**src/hdl/cpfa_pkg.sv**
```systemverilog
// shared types and constants of the contiguous page frame allocator
package cpfa_pkg;

  localparam int MODE_W     = 2;
  localparam int OWNER_ID_W = 4;
  localparam int BYTE_W     = 32;
  localparam int ADDR_W     = 20;
  localparam int PAGE_SHIFT = 12;
  localparam int PAGE_ROUND = 4095;
  localparam int PAGE_IDX_W = ADDR_W - PAGE_SHIFT;

  typedef enum logic [MODE_W-1:0] {
    MODE_ALLOC   = 2'd0,
    MODE_FREE    = 2'd1,
    MODE_RESERVE = 2'd2
  } mode_e;

  typedef enum logic [2:0] {
    ST_CLEAR,
    ST_IDLE,
    ST_DECODE,
    ST_SCAN,
    ST_CLAIM,
    ST_FREE,
    ST_RESULT
  } state_e;

  typedef struct packed {
    logic capture;
    logic clr_wr;
    logic scan_start;
    logic free_start;
    logic rd_en;
    logic scan_step;
    logic claim_wr;
    logic free_wr;
    logic resv_wr;
    logic finish;
    logic fin_ok;
    logic load_out;
  } cmd_t;

  typedef struct packed {
    logic [MODE_W-1:0] mode;
    logic              who_zero;
    logic              pages_bad;
    logic              idx_bad;
    logic              clear_last;
    logic              rd_more;
    logic              exhausted;
    logic              hit;
    logic              claim_last;
    logic              free_go;
    logic              free_stop;
    logic              free_stop_ok;
    logic              out_free;
  } sts_t;

endpackage

```
**src/hdl/cpfa_if.sv**
```systemverilog
// request and response channel interfaces of the page frame allocator
interface cpfa_req_if;
  logic                             valid;
  logic                             ready;
  logic [cpfa_pkg::MODE_W-1:0]      mode;
  logic [cpfa_pkg::OWNER_ID_W-1:0]  owner_id;
  logic [cpfa_pkg::BYTE_W-1:0]      byte_count;
  logic [cpfa_pkg::ADDR_W-1:0]      address;

  modport source (output valid, mode, owner_id, byte_count, address, input ready);
  modport sink (input valid, mode, owner_id, byte_count, address, output ready);
endinterface

interface cpfa_rsp_if;
  logic                         valid;
  logic                         ready;
  logic                         status;
  logic [cpfa_pkg::ADDR_W-1:0]  base_address;

  modport source (output valid, status, base_address, input ready);
  modport sink (input valid, status, base_address, output ready);
endinterface

```
**src/hdl/cpfa_ctrl.sv**
```systemverilog
// controller state machine of the page frame allocator
module cpfa_ctrl (
  input  logic           clk_i,
  input  logic           rst_ni,
  input  logic           in_valid_i,
  output logic           in_ready_o,
  input  cpfa_pkg::sts_t sts_i,
  output cpfa_pkg::cmd_t cmd_o
);

  cpfa_pkg::state_e state_q, state_d;

  always_ff @(posedge clk_i or negedge rst_ni) begin
    if (!rst_ni) begin
      state_q <= cpfa_pkg::ST_CLEAR;
    end else begin
      state_q <= state_d;
    end
  end

  // next state
  always_comb begin
    state_d = state_q;
    case (state_q)
      cpfa_pkg::ST_CLEAR: begin
        if (sts_i.clear_last) state_d = cpfa_pkg::ST_IDLE;
      end
      cpfa_pkg::ST_IDLE: begin
        if (in_valid_i) state_d = cpfa_pkg::ST_DECODE;
      end
      cpfa_pkg::ST_DECODE: begin
        case (sts_i.mode)
          cpfa_pkg::MODE_ALLOC: begin
            if (sts_i.who_zero || sts_i.pages_bad) state_d = cpfa_pkg::ST_RESULT;
            else state_d = cpfa_pkg::ST_SCAN;
          end
          cpfa_pkg::MODE_FREE: begin
            if (sts_i.who_zero || sts_i.idx_bad) state_d = cpfa_pkg::ST_RESULT;
            else state_d = cpfa_pkg::ST_FREE;
          end
          default: state_d = cpfa_pkg::ST_RESULT;
        endcase
      end
      cpfa_pkg::ST_SCAN: begin
        if (sts_i.hit) state_d = cpfa_pkg::ST_CLAIM;
        else if (sts_i.exhausted) state_d = cpfa_pkg::ST_RESULT;
      end
      cpfa_pkg::ST_CLAIM: begin
        if (sts_i.claim_last) state_d = cpfa_pkg::ST_RESULT;
      end
      cpfa_pkg::ST_FREE: begin
        if (sts_i.free_stop || sts_i.exhausted) state_d = cpfa_pkg::ST_RESULT;
      end
      cpfa_pkg::ST_RESULT: begin
        if (sts_i.out_free) state_d = cpfa_pkg::ST_IDLE;
      end
      default: state_d = cpfa_pkg::ST_CLEAR;
    endcase
  end

  // commands
  always_comb begin
    cmd_o      = '0;
    in_ready_o = 1'b0;
    case (state_q)
      cpfa_pkg::ST_CLEAR: begin
        cmd_o.clr_wr = 1'b1;
      end
      cpfa_pkg::ST_IDLE: begin
        in_ready_o    = 1'b1;
        cmd_o.capture = in_valid_i;
      end
      cpfa_pkg::ST_DECODE: begin
        case (sts_i.mode)
          cpfa_pkg::MODE_ALLOC: begin
            if (sts_i.who_zero || sts_i.pages_bad) cmd_o.finish = 1'b1;
            else cmd_o.scan_start = 1'b1;
          end
          cpfa_pkg::MODE_FREE: begin
            if (sts_i.who_zero || sts_i.idx_bad) cmd_o.finish = 1'b1;
            else cmd_o.free_start = 1'b1;
          end
          cpfa_pkg::MODE_RESERVE: begin
            cmd_o.finish  = 1'b1;
            cmd_o.fin_ok  = !sts_i.idx_bad;
            cmd_o.resv_wr = !sts_i.idx_bad;
          end
          default: cmd_o.finish = 1'b1;
        endcase
      end
      cpfa_pkg::ST_SCAN: begin
        cmd_o.rd_en     = sts_i.rd_more;
        cmd_o.scan_step = 1'b1;
        if (!sts_i.hit && sts_i.exhausted) cmd_o.finish = 1'b1;
      end
      cpfa_pkg::ST_CLAIM: begin
        cmd_o.claim_wr = 1'b1;
        if (sts_i.claim_last) begin
          cmd_o.finish = 1'b1;
          cmd_o.fin_ok = 1'b1;
        end
      end
      cpfa_pkg::ST_FREE: begin
        cmd_o.rd_en   = sts_i.rd_more;
        cmd_o.free_wr = sts_i.free_go;
        if (sts_i.free_stop) begin
          cmd_o.finish = 1'b1;
          cmd_o.fin_ok = sts_i.free_stop_ok;
        end else if (sts_i.exhausted) begin
          cmd_o.finish = 1'b1;
          cmd_o.fin_ok = 1'b1;
        end
      end
      cpfa_pkg::ST_RESULT: begin
        cmd_o.load_out = sts_i.out_free;
      end
      default: cmd_o = '0;
    endcase
  end

endmodule

```
**src/hdl/cpfa_dpath.sv**
```systemverilog
// frame table memories, scan counters and result register of the allocator
module cpfa_dpath #(
  parameter int NUM_FRAMES = 256,
  parameter int OWNER_BITS = 4
) (
  input  logic                                clk_i,
  input  logic                                rst_ni,
  input  cpfa_pkg::cmd_t                      cmd_i,
  output cpfa_pkg::sts_t                      sts_o,
  input  logic [cpfa_pkg::MODE_W-1:0]         mode_i,
  input  logic [cpfa_pkg::OWNER_ID_W-1:0]     owner_id_i,
  input  logic [cpfa_pkg::BYTE_W-1:0]         byte_count_i,
  input  logic [cpfa_pkg::ADDR_W-1:0]         address_i,
  input  logic                                out_ready_i,
  output logic                                out_valid_o,
  output logic                                status_o,
  output logic [cpfa_pkg::ADDR_W-1:0]         base_address_o
);

  localparam int FB    = $clog2(NUM_FRAMES);
  localparam int CNT_W = FB + 1;
  localparam int RW    = cpfa_pkg::BYTE_W + 1;
  localparam int OW    = OWNER_BITS + cpfa_pkg::OWNER_ID_W;
  localparam logic [CNT_W-1:0] NF      = CNT_W'(NUM_FRAMES);
  localparam logic [CNT_W-1:0] NF_LAST = CNT_W'(NUM_FRAMES - 1);

  // frame table
  logic [OWNER_BITS-1:0] owner_mem [NUM_FRAMES];
  logic [FB-1:0]         bst_mem   [NUM_FRAMES];
  logic                  frb_mem   [NUM_FRAMES];

  logic [OWNER_BITS-1:0] owner_rd_q;
  logic [FB-1:0]         bst_rd_q;
  logic                  frb_rd_q;

  // request registers
  logic [cpfa_pkg::MODE_W-1:0] mode_q;
  logic [OWNER_BITS-1:0]       who_q;
  logic [CNT_W-1:0]            pages_q;
  logic                        who_zero_q, pages_bad_q, idx_bad_q;
  logic [FB-1:0]               first_q, last_q;

  // scan and write control
  logic [CNT_W-1:0] rd_idx_q, wr_idx_q, run_q;
  logic             rd_vld_q;
  logic [FB-1:0]    chk_idx_q;

  logic                        res_ok_q;
  logic [cpfa_pkg::ADDR_W-1:0] res_base_q;
  logic                        out_valid_q, status_q;
  logic [cpfa_pkg::ADDR_W-1:0] out_base_q;

  // request decode
  logic [OW-1:0]                   who_wide;
  logic [OWNER_BITS-1:0]           who_d;
  logic [RW-1:0]                   bytes_rnd;
  logic [RW-1:0]                   pages_full;
  logic [cpfa_pkg::PAGE_IDX_W-1:0] idx_in;

  assign who_wide   = OW'(owner_id_i);
  assign who_d      = who_wide[OWNER_BITS-1:0];
  assign bytes_rnd  = RW'(byte_count_i) + RW'(cpfa_pkg::PAGE_ROUND);
  assign pages_full = bytes_rnd >> cpfa_pkg::PAGE_SHIFT;
  assign idx_in     = address_i[cpfa_pkg::ADDR_W-1:cpfa_pkg::PAGE_SHIFT];

  // scan and free evaluation on the registered read data
  logic          frame_ok, hit, match, at_first;
  logic [FB-1:0] hit_first;
  logic [31:0]   base_full;

  assign frame_ok  = rd_vld_q && (owner_rd_q == '0) && frb_rd_q;
  assign hit       = frame_ok && ((run_q + CNT_W'(1)) == pages_q);
  assign hit_first = FB'(CNT_W'(chk_idx_q) - run_q);
  assign match     = (bst_rd_q == first_q) && (owner_rd_q == who_q);
  assign at_first  = (chk_idx_q == first_q);
  assign base_full = 32'(first_q) << cpfa_pkg::PAGE_SHIFT;

  always_comb begin
    sts_o              = '0;
    sts_o.mode         = mode_q;
    sts_o.who_zero     = who_zero_q;
    sts_o.pages_bad    = pages_bad_q;
    sts_o.idx_bad      = idx_bad_q;
    sts_o.clear_last   = (wr_idx_q == NF_LAST);
    sts_o.rd_more      = (rd_idx_q < NF);
    sts_o.exhausted    = !rd_vld_q && (rd_idx_q == NF);
    sts_o.hit          = hit;
    sts_o.claim_last   = (wr_idx_q[FB-1:0] == last_q);
    sts_o.free_go      = rd_vld_q && match && frb_rd_q;
    sts_o.free_stop    = rd_vld_q && (!match || !frb_rd_q);
    sts_o.free_stop_ok = !match && !at_first;
    sts_o.out_free     = !out_valid_q || out_ready_i;
  end

  // table write ports
  logic                  own_we, bst_we, frb_we;
  logic [FB-1:0]         own_wa, frb_wa;
  logic [OWNER_BITS-1:0] own_wd;
  logic [FB-1:0]         bst_wd;
  logic                  frb_wd;

  always_comb begin
    own_we = cmd_i.clr_wr || cmd_i.claim_wr || cmd_i.free_wr;
    own_wa = cmd_i.free_wr ? chk_idx_q : wr_idx_q[FB-1:0];
    own_wd = cmd_i.claim_wr ? who_q : '0;
    bst_we = cmd_i.clr_wr || cmd_i.claim_wr;
    bst_wd = cmd_i.claim_wr ? first_q : '0;
    frb_we = cmd_i.clr_wr || cmd_i.resv_wr;
    frb_wa = cmd_i.resv_wr ? first_q : wr_idx_q[FB-1:0];
    frb_wd = !cmd_i.resv_wr;
  end

  always_ff @(posedge clk_i) begin
    if (own_we) owner_mem[own_wa] <= own_wd;
    if (bst_we) bst_mem[wr_idx_q[FB-1:0]] <= bst_wd;
    if (frb_we) frb_mem[frb_wa] <= frb_wd;
    if (cmd_i.rd_en) begin
      owner_rd_q <= owner_mem[rd_idx_q[FB-1:0]];
      bst_rd_q   <= bst_mem[rd_idx_q[FB-1:0]];
      frb_rd_q   <= frb_mem[rd_idx_q[FB-1:0]];
    end
  end

  always_ff @(posedge clk_i) begin
    if (cmd_i.capture) begin
      mode_q      <= mode_i;
      who_q       <= who_d;
      pages_q     <= CNT_W'(pages_full);
      who_zero_q  <= (who_d == '0);
      pages_bad_q <= (byte_count_i == '0) || (pages_full > RW'(NUM_FRAMES));
      idx_bad_q   <= (32'(idx_in) >= 32'(NUM_FRAMES));
    end
    if (cmd_i.capture) begin
      first_q <= FB'(idx_in);
    end else if (cmd_i.scan_step && hit) begin
      first_q <= hit_first;
    end
    if (cmd_i.scan_step && hit) last_q <= chk_idx_q;
    if (cmd_i.finish) begin
      res_ok_q   <= cmd_i.fin_ok;
      res_base_q <= (cmd_i.fin_ok && (mode_q == cpfa_pkg::MODE_ALLOC))
                    ? base_full[cpfa_pkg::ADDR_W-1:0] : '0;
    end
    if (cmd_i.load_out) begin
      status_q   <= !res_ok_q;
      out_base_q <= res_base_q;
    end
  end

  always_ff @(posedge clk_i or negedge rst_ni) begin
    if (!rst_ni) begin
      rd_idx_q    <= '0;
      rd_vld_q    <= 1'b0;
      chk_idx_q   <= '0;
      run_q       <= '0;
      wr_idx_q    <= '0;
      out_valid_q <= 1'b0;
    end else begin
      if (cmd_i.scan_start) begin
        rd_idx_q <= '0;
      end else if (cmd_i.free_start) begin
        rd_idx_q <= CNT_W'(first_q);
      end else if (cmd_i.rd_en) begin
        rd_idx_q <= rd_idx_q + CNT_W'(1);
      end
      rd_vld_q <= cmd_i.rd_en;
      if (cmd_i.rd_en) chk_idx_q <= rd_idx_q[FB-1:0];
      if (cmd_i.scan_start) begin
        run_q <= '0;
      end else if (cmd_i.scan_step && rd_vld_q) begin
        run_q <= frame_ok ? run_q + CNT_W'(1) : '0;
      end
      // claim walks from the run start found by the scan
      if (cmd_i.scan_step && hit) begin
        wr_idx_q <= CNT_W'(hit_first);
      end else if (cmd_i.clr_wr || cmd_i.claim_wr) begin
        wr_idx_q <= wr_idx_q + CNT_W'(1);
      end
      if (cmd_i.load_out) begin
        out_valid_q <= 1'b1;
      end else if (out_ready_i) begin
        out_valid_q <= 1'b0;
      end
    end
  end

  assign out_valid_o    = out_valid_q;
  assign status_o       = status_q;
  assign base_address_o = out_base_q;

endmodule

```
**src/hdl/contiguous_page_frame_allocator_top.sv**
```systemverilog
// top level of the first-fit contiguous page frame allocator
// Requests arrive on req_i (valid/ready): mode, owner_id, byte_count, address.
// One response per request leaves on rsp_o (valid/ready): status and base_address.
// The block works on one request at a time; req_i.ready is high only when idle.
// Steps from transfer to response valid:
//   allocate: a first-fit scan reading one table entry per cycle, followed by
//   one write per claimed frame
//   free: one frame released per cycle
//   reserve and rejected requests: settled in the decode state, with no table scan
// After reset a clearing pass writes all NUM_FRAMES table entries, one per cycle,
// and req_i.ready stays low until that pass ends.
// A finished response sits in an output register; while rsp_o is stalled the
// block still takes the next request and holds its result until the register
// frees up.
module contiguous_page_frame_allocator_top #(
  parameter int NUM_FRAMES = 256,
  parameter int OWNER_BITS = 4
) (
  input  logic        clk_i,
  input  logic        rst_ni,
  cpfa_req_if.sink    req_i,
  cpfa_rsp_if.source  rsp_o
);

  cpfa_pkg::cmd_t cmd;
  cpfa_pkg::sts_t sts;

  cpfa_ctrl u_ctrl (
    .clk_i      (clk_i),
    .rst_ni     (rst_ni),
    .in_valid_i (req_i.valid),
    .in_ready_o (req_i.ready),
    .sts_i      (sts),
    .cmd_o      (cmd)
  );

  cpfa_dpath #(
    .NUM_FRAMES (NUM_FRAMES),
    .OWNER_BITS (OWNER_BITS)
  ) u_dpath (
    .clk_i          (clk_i),
    .rst_ni         (rst_ni),
    .cmd_i          (cmd),
    .sts_o          (sts),
    .mode_i         (req_i.mode),
    .owner_id_i     (req_i.owner_id),
    .byte_count_i   (req_i.byte_count),
    .address_i      (req_i.address),
    .out_ready_i    (rsp_o.ready),
    .out_valid_o    (rsp_o.valid),
    .status_o       (rsp_o.status),
    .base_address_o (rsp_o.base_address)
  );

endmodule
```
**src/flat_wrapper.sv**
```systemverilog
// flat-port wrapper written by rule: the top's interface ports become plain ports
module contiguous_page_frame_allocator_top_flat 
#(
  parameter int NUM_FRAMES = 256,
  parameter int OWNER_BITS = 4
)
  (clk_i, rst_ni, req_i_valid, req_i_mode, req_i_owner_id, req_i_byte_count, req_i_address, req_i_ready, rsp_o_valid, rsp_o_status, rsp_o_base_address, rsp_o_ready);
  cpfa_req_if req_i_i ();
  cpfa_rsp_if rsp_o_i ();
  input  logic clk_i;
  input  logic rst_ni;
  input wire logic [$bits(req_i_i.valid)-1:0] req_i_valid;
  input wire logic [$bits(req_i_i.mode)-1:0] req_i_mode;
  input wire logic [$bits(req_i_i.owner_id)-1:0] req_i_owner_id;
  input wire logic [$bits(req_i_i.byte_count)-1:0] req_i_byte_count;
  input wire logic [$bits(req_i_i.address)-1:0] req_i_address;
  output wire logic [$bits(req_i_i.ready)-1:0] req_i_ready;
  output wire logic [$bits(rsp_o_i.valid)-1:0] rsp_o_valid;
  output wire logic [$bits(rsp_o_i.status)-1:0] rsp_o_status;
  output wire logic [$bits(rsp_o_i.base_address)-1:0] rsp_o_base_address;
  input wire logic [$bits(rsp_o_i.ready)-1:0] rsp_o_ready;
  assign req_i_i.valid = req_i_valid;
  assign req_i_i.mode = req_i_mode;
  assign req_i_i.owner_id = req_i_owner_id;
  assign req_i_i.byte_count = req_i_byte_count;
  assign req_i_i.address = req_i_address;
  assign req_i_ready = req_i_i.ready;
  assign rsp_o_valid = rsp_o_i.valid;
  assign rsp_o_status = rsp_o_i.status;
  assign rsp_o_base_address = rsp_o_i.base_address;
  assign rsp_o_i.ready = rsp_o_ready;
  contiguous_page_frame_allocator_top #(.NUM_FRAMES(NUM_FRAMES), .OWNER_BITS(OWNER_BITS)) u_core (.clk_i(clk_i), .rst_ni(rst_ni), .req_i(req_i_i), .rsp_o(rsp_o_i));
endmodule
```
**config.mk**
```make
export PLATFORM = sky130hd
export DESIGN_NAME = contiguous_page_frame_allocator_top_flat
export DESIGN_NICKNAME = d
export VERILOG_FILES = /design/src/hdl/cpfa_pkg.sv /design/src/hdl/cpfa_if.sv /design/src/hdl/cpfa_ctrl.sv /design/src/hdl/cpfa_dpath.sv /design/src/hdl/contiguous_page_frame_allocator_top.sv /design/src/flat_wrapper.sv
export SDC_FILE = /design/constraint.sdc
export NUM_CORES = 2
export LEC_CHECK = 0
export BUFFER_PORTS_ARGS = -buffer_cell sky130_fd_sc_hd__buf_2
export CORE_ASPECT_RATIO = 0.9
export CORE_UTILIZATION = 30
export CTS_CLUSTER_DIAMETER = 120
export DETAILED_ROUTE_END_ITERATION = 10
export PLACE_DENSITY = 0.44
export SYNTH_ARGS = -nofsm -noshare
export SYNTH_HDL_FRONTEND = slang
export SYNTH_SLANG_ARGS = --single-unit
```
**constraint.sdc**
```tcl
create_clock -name clk_i -period 16.24 [get_ports clk_i]
set_input_delay 1.624 -clock clk_i [delete_from_list [all_inputs] [get_ports clk_i]]
set_output_delay 1.624 -clock clk_i [all_outputs]
set_load 0.01 [all_outputs]
```
Word level (Yosys, flattened, before mapping). Memories as Yosys holds them, arrays and structs flattened. A register that Yosys moved wholly into a read port is not among the register bits. Index checks and enable logic that the tools add are counted.

Muxes and demuxes: 57. Equality and inequality tests: 21. Reduce and logical (&&, ||, !) cells: 41. $add $sub $neg: 5. $lt $le $gt $ge: 2.

Operator list (count): 2-to-1 mux 9 bit (8); 2-to-1 mux 8 bit (5); adder 32 x 12 -> 33 bit, second input constant (1); logical NOT 32 bit (1); adder 9 x 1 -> 9 bit, second input constant (3); 2-to-1 mux 1 bit (25); == test 8 bit (3); 2-to-1 mux 3 bit (8); > comparator 21 x 9 -> 1 bit, second input constant (1); case mux 3 bit (7 select lines) (1); logical AND 1 bit (13); 2-to-1 mux 2 bit (5); == test 3 bit, second input constant (3); == test 9 x 8 -> 1 bit, second input constant (1); == test 9 bit (1); == test 9 bit, second input constant (1); < comparator 9 bit, second input constant (1); logical NOT 1 bit (8); logical NOT 4 bit (2); logical OR 1 bit (8); nonzero test 2 bit (4); subtractor 8 bit (1); == test 3 x 2 -> 1 bit, second input constant (2); != test 2 bit, second input constant (3); other kinds (16) (17).

Register bits: 115. Logic and storage cells: 148. Memories kept: 3. Bits in writable memories: 3328.

Memory list: u_core.u_dpath.bst_mem (words 256, width 8, read ports 1, clocked after Yosys merged registers in 1, wr ports 1, line cpfa_dpath.sv:29) `logic [FB-1:0] bst_mem [NUM_FRAMES];`; u_core.u_dpath.owner_mem (words 256, width 4, read ports 1, clocked after Yosys merged registers in 1, wr ports 1, line cpfa_dpath.sv:28) `logic [OWNER_BITS-1:0] owner_mem [NUM_FRAMES];`; u_core.u_dpath.frb_mem (words 256, width 1, read ports 1, clocked after Yosys merged registers in 1, wr ports 1, line cpfa_dpath.sv:30) `logic frb_mem [NUM_FRAMES];`.

Longest topological paths before layout.
Depth after elaboration: 8. Mapped depth: 15. Depth with buffers taken out: 10.

Modules after synthesis. Synthesis repeated with hierarchy kept, for this count alone.

Cell total of the unflattened synthesis: 7132. Area total of the unflattened synthesis: 137461.8 µm².

By module, submodules not included: cpfa_dpath (area an instance 137018.9 µm², instances 1, cells an instance 7074); cpfa_ctrl (area an instance 442.9 µm², instances 1, cells an instance 58).

Worst setup path before layout. OpenSTA, ideal clock, no wires.

Kind: register -> register. Start point: register u_core.u_ctrl.state_q[0]. End point: memory u_core.u_dpath.bst_mem[0][0] in the netlist's numbering, data pin. Data required time: 15.367 ns. Buffers on the path: 2. Slack: 10.896 ns. Data arrival time: 4.471 ns. Cell stages (with the launch flop): 5. Clock period less this slack: 5.344 ns. Path through: dfrtp_1 -> clkbuf_1 -> nor2_1 -> clkbuf_1 -> and3_1.

Word-level cells in the longest chain between the ends: 3.

Ends and longest elaborated chain: start, declared (line cpfa_ctrl.sv:11) `cpfa_pkg::state_e state_q, state_d;`; start signal, assigned (line cpfa_ctrl.sv:15) `state_q <= cpfa_pkg::ST_CLEAR;`; start signal, assigned (line cpfa_ctrl.sv:17) `state_q <= state_d;`; == test 3 bit (line cpfa_ctrl.sv:65) `case (state_q)`; 2-to-1 mux 1 bit (line cpfa_ctrl.sv:65); 2-to-1 mux 8 bit (line cpfa_dpath.sv:107) `bst_wd = cmd_i.claim_wr ? first_q : '0;`; named net u_core.u_dpath.bst_wd[0] (line cpfa_dpath.sv:99) `logic [FB-1:0] bst_wd;`; end, declared (line cpfa_dpath.sv:29).

The timed path passes the listed nets, and every way through them passes these cells.

Worst setup path after layout.
Start point: register u_core.u_dpath.rd_idx_q[0]. End point: register u_core.u_dpath.bst_rd_q[5] (read register of u_core.u_dpath.bst_mem), data pin.

Word-level cells in the longest chain between the ends: 2.

Ends and longest elaborated chain: start, declared (line cpfa_dpath.sv:44) `logic [CNT_W-1:0] rd_idx_q, wr_idx_q, run_q;`; start signal, assigned (line cpfa_dpath.sv:162) `rd_idx_q <= CNT_W'(first_q);`; start signal, assigned (line cpfa_dpath.sv:164) `rd_idx_q <= rd_idx_q + CNT_W'(1);`; < comparator 9 bit (line cpfa_dpath.sv:85) `sts_o.rd_more = (rd_idx_q < NF);`; 2-to-1 mux 1 bit (line cpfa_ctrl.sv:65); end, declared (line cpfa_dpath.sv:33) `logic [FB-1:0] bst_rd_q;`.

Several ways; a longest one is shown, not always the timed one. A chain may end at the register's enable or synchronous reset.

==> impl_metrics.json <==
{
  "cp.arrival_ns": 7.10,
  "vias": 71100,
  "portBuffers": 60,
  "htree_levels": 5,
  "final_cell_mix": "edfxtp_1 (3392), nor2_1 (851), mux4_2 (721), clkbuf_16 (363), mux2i_1 (299)",
  "grt_pass1_wl_um": 585000,
  "io_pins": 85,
  "setup_viol": 0,
  "ys.flop_type": "edfxtp_1",
  "dp_hpwl_um": 246000,
  "wire_per_inst_um": 31.0,
  "start_kind": "flop",
  "cts_tree": "done",
  "cts_buffer_depth": 4,
  "cp_max_fo": 38,
  "fin_util": 0.344,
  "worstSetupPathType": "flop to flop",
  "avgViaCountPerCell": 5.22,
  "core-area_um2": 452000,
  "rsz0062_at_grt": "false",
  "first_pass_iters": 6,
  "cts_inserted_buffers": 360,
  "initial_core_util": 0.302,
  "clkTransAtPathRegs_ns": 0.07,
  "drtIter0Drc": 7727,
  "synth-seq-cells": 3432,
  "antenna_left": 0,
  "status": "completed",
  "drc": 0,
  "powerDensity_nw_per_um2": 171,
  "fin_skew_ns": 0.0731,
  "grt_util_all_layers": 0.180,
  "hold_violations": 0,
  "gp_congestion": 0.781,
  "ys_types": 83,
  "crit_path_end_kind": "flop",
  "area_growth_pct": 13.9,
  "tightest_slew_ns": 1.46,
  "dp.cells": 13000,
  "die_area_um2": 457000,
  "tns_ns": 0,
  "totalWireLength_um": 422000,
  "required_ns": 16.97,
  "first_global_vias": 72500,
  "hold_buffers": 0,
  "layoutNonFillerInstCount": 13600,
  "cts_setup_buffers": 0,
  "async_flop_share": 0.0117,
  "synth_seq_area_share": 0.754,
  "fin_crit_ns": 6.37,
  "maxSlewViolCount": 0,
  "dieHeight_um": 642,
  "nets": 7381,
  "gr-total-overflow": 0,
  "final_common_cell": "edfxtp_1",
  "synth.avg_cell_area_um2": 19.1,
  "num_rows": 234,
  "antenna_found_initial": 40,
  "syn_area_um2": 136000,
  "ctsResizeCount": 0,
  "hp-class": "flop to flop",
  "cts.sinks": 3432,
  "syn_inst": 7151,
  "maxSlewHeadroom": 0.0236,
  "root_buffer": "clkbuf_16",
  "post-route-period-util": 0.392,
  "fmax_ghz": 0.157,
  "synth_edf_count": 3392,
  "drive_above_1_share": 0.208,
  "insertion_delay_ns": 0.97,
  "maxCapViolations": 0,
  "power_leakage_nw": 48.0,
  "die_w_um": 713,
  "vdd_drop_max_mv": 0.168,
  "grt_max_degree": 193,
  "synth_warnings": 0
}
flip-flops by register name, indices dropped and copies added (netlist names), 8 cells and up:
register / flops
u_core.u_dpath.pages_q: 9
u_core.u_dpath.bst_mem: 2048
u_core.u_dpath.bst_rd_q: 8
u_core.u_dpath.first_q: 8
u_core.u_dpath.run_q: 9
u_core.u_dpath.last_q: 8
u_core.u_dpath.rd_idx_q: 9
u_core.u_dpath.chk_idx_q: 8
u_core.u_dpath.wr_idx_q: 9
u_core.u_dpath.base_address_o: 8
u_core.u_dpath.res_base_q: 8
u_core.u_dpath.owner_mem: 1024
u_core.u_dpath.frb_mem: 256
per-layer routing:
layer | wire, um | share of wire | GRT usage
met2 | 197000 | 0.47 | 0.286
met5 | 0 | 0 | 0
met3 | 28100 | 0.067 | 0.0301
met1 | 189000 | 0.45 | 0.260
met4 | 8300 | 0.020 | 0.0374
worst max-delay path: stages (launching register included):
cell     delay [ns]
dfrtp_4        0.81
buf_4          0.73
buf_4          0.66
buf_4          0.76
buf_4          0.73
mux4_2         0.63
a22oi_1        0.20
nand3_1        0.10
and3_1         0.34
o41ai_1        0.76
nand3_1        0.12
and3_1         0.19
area by class of cell:
class	count	area [um2]
Multi-Input combinational cell	3234	31400
Fill cell	42600	297000
Clock buffer	431	9350
Clock inverter	224	2280
Tap cell	6018	7530
Timing Repair Buffer	247	1900
Sequential cell	3432	103000
Inverter	28	119
Antenna cell	8	20.0
metrics by stage:
stage               setup WS (ns)  power [mW]  hold slack (ns)  instance area [um2]
global route                 9.37        27.5            0.438               155000
detailed placement           9.64        18.7            0.419               144000
global placement             9.57        18.6            0.427               144000
floorplan                   10.90        15.2            0.400               136000
finish                       9.87        26.6            0.431               155000
CTS                          9.62        26.9            0.433               155000
power breakdown:
part	switching (mW)	internal, mW
combinational	5.24	2.75
clock	3.57	4.72
sequential	0.261	10.1
path summary, 6_finish.rpt:
| path | cells after the start | startpoint | to | slack, ns |
|---|---|---|---|---|
| worst min-delay path | 0 | u_core.u_dpath.res_base_q[12] | u_core.u_dpath.base_address_o[12] | 0.43 |
| worst min register to register | 0 | u_core.u_dpath.res_base_q[12] | u_core.u_dpath.base_address_o[12] | 0.43 |
| min in group asynchronous | 2 | rst_ni | u_core.u_ctrl.state_q[2] | 0.76 |
| worst max register to register | 11 | u_core.u_dpath.rd_idx_q[0] | u_core.u_dpath.bst_rd_q[5] | 9.87 |
| worst max-delay path | 11 | u_core.u_dpath.rd_idx_q[0] | u_core.u_dpath.bst_rd_q[5] | 9.87 |
| max in group asynchronous | 2 | rst_ni | u_core.u_dpath.rd_idx_q[1] | 14.96 |
cells by family after synthesis:
| kind of cell | after synthesis | synth area share |
|---|---|---|
| flops | 3432 | 0.754 |
| compound gates | 705 | 0.0362 |
| mux | 1033 | 0.142 |
| other cells | 1 | 0.0000275 |
| simple gates | 1403 | 0.0437 |
| fa+ha+maj | 16 | 0.00152 |
| buf+inv | 496 | 0.0184 |
| xor+xnor | 65 | 0.00417 |
synth_stat cells (12+ instances only):
cell type / number / area [um2]
a21oi_1: 122 / 611
and2_1: 19 / 119
buf_6: 29 / 327
ha_1: 15 / 188
o22ai_1: 59 / 369
buf_4: 62 / 465
a311oi_1: 12 / 105
mux2_2: 13 / 146
nor4_1: 18 / 113
a31oi_1: 15 / 93.8
nor2_1: 859 / 3220
xnor2_1: 45 / 394
o21ai_0: 66 / 330
clkbuf_1: 210 / 788
o21ai_1: 18 / 90.1
edfxtp_1: 3392 / 102000
a22oi_1: 144 / 1080
nand3b_1: 17 / 128
buf_1: 35 / 131
nor2b_1: 28 / 175
xor2_1: 20 / 175
o221ai_1: 56 / 490
nand2b_1: 23 / 144
dfrtp_1: 40 / 1000
mux2i_1: 299 / 2990
or3_1: 16 / 100
a22o_1: 20 / 175
nor3_1: 32 / 160
inv_1: 24 / 90.1
and3_1: 25 / 156
a221oi_1: 41 / 359
nand4_1: 20 / 125
mux4_2: 721 / 16200
nand3_1: 64 / 320
buf_2: 129 / 646
nand2_1: 255 / 957
a211oi_1: 53 / 398
Power figures use the tool's default switching activity.
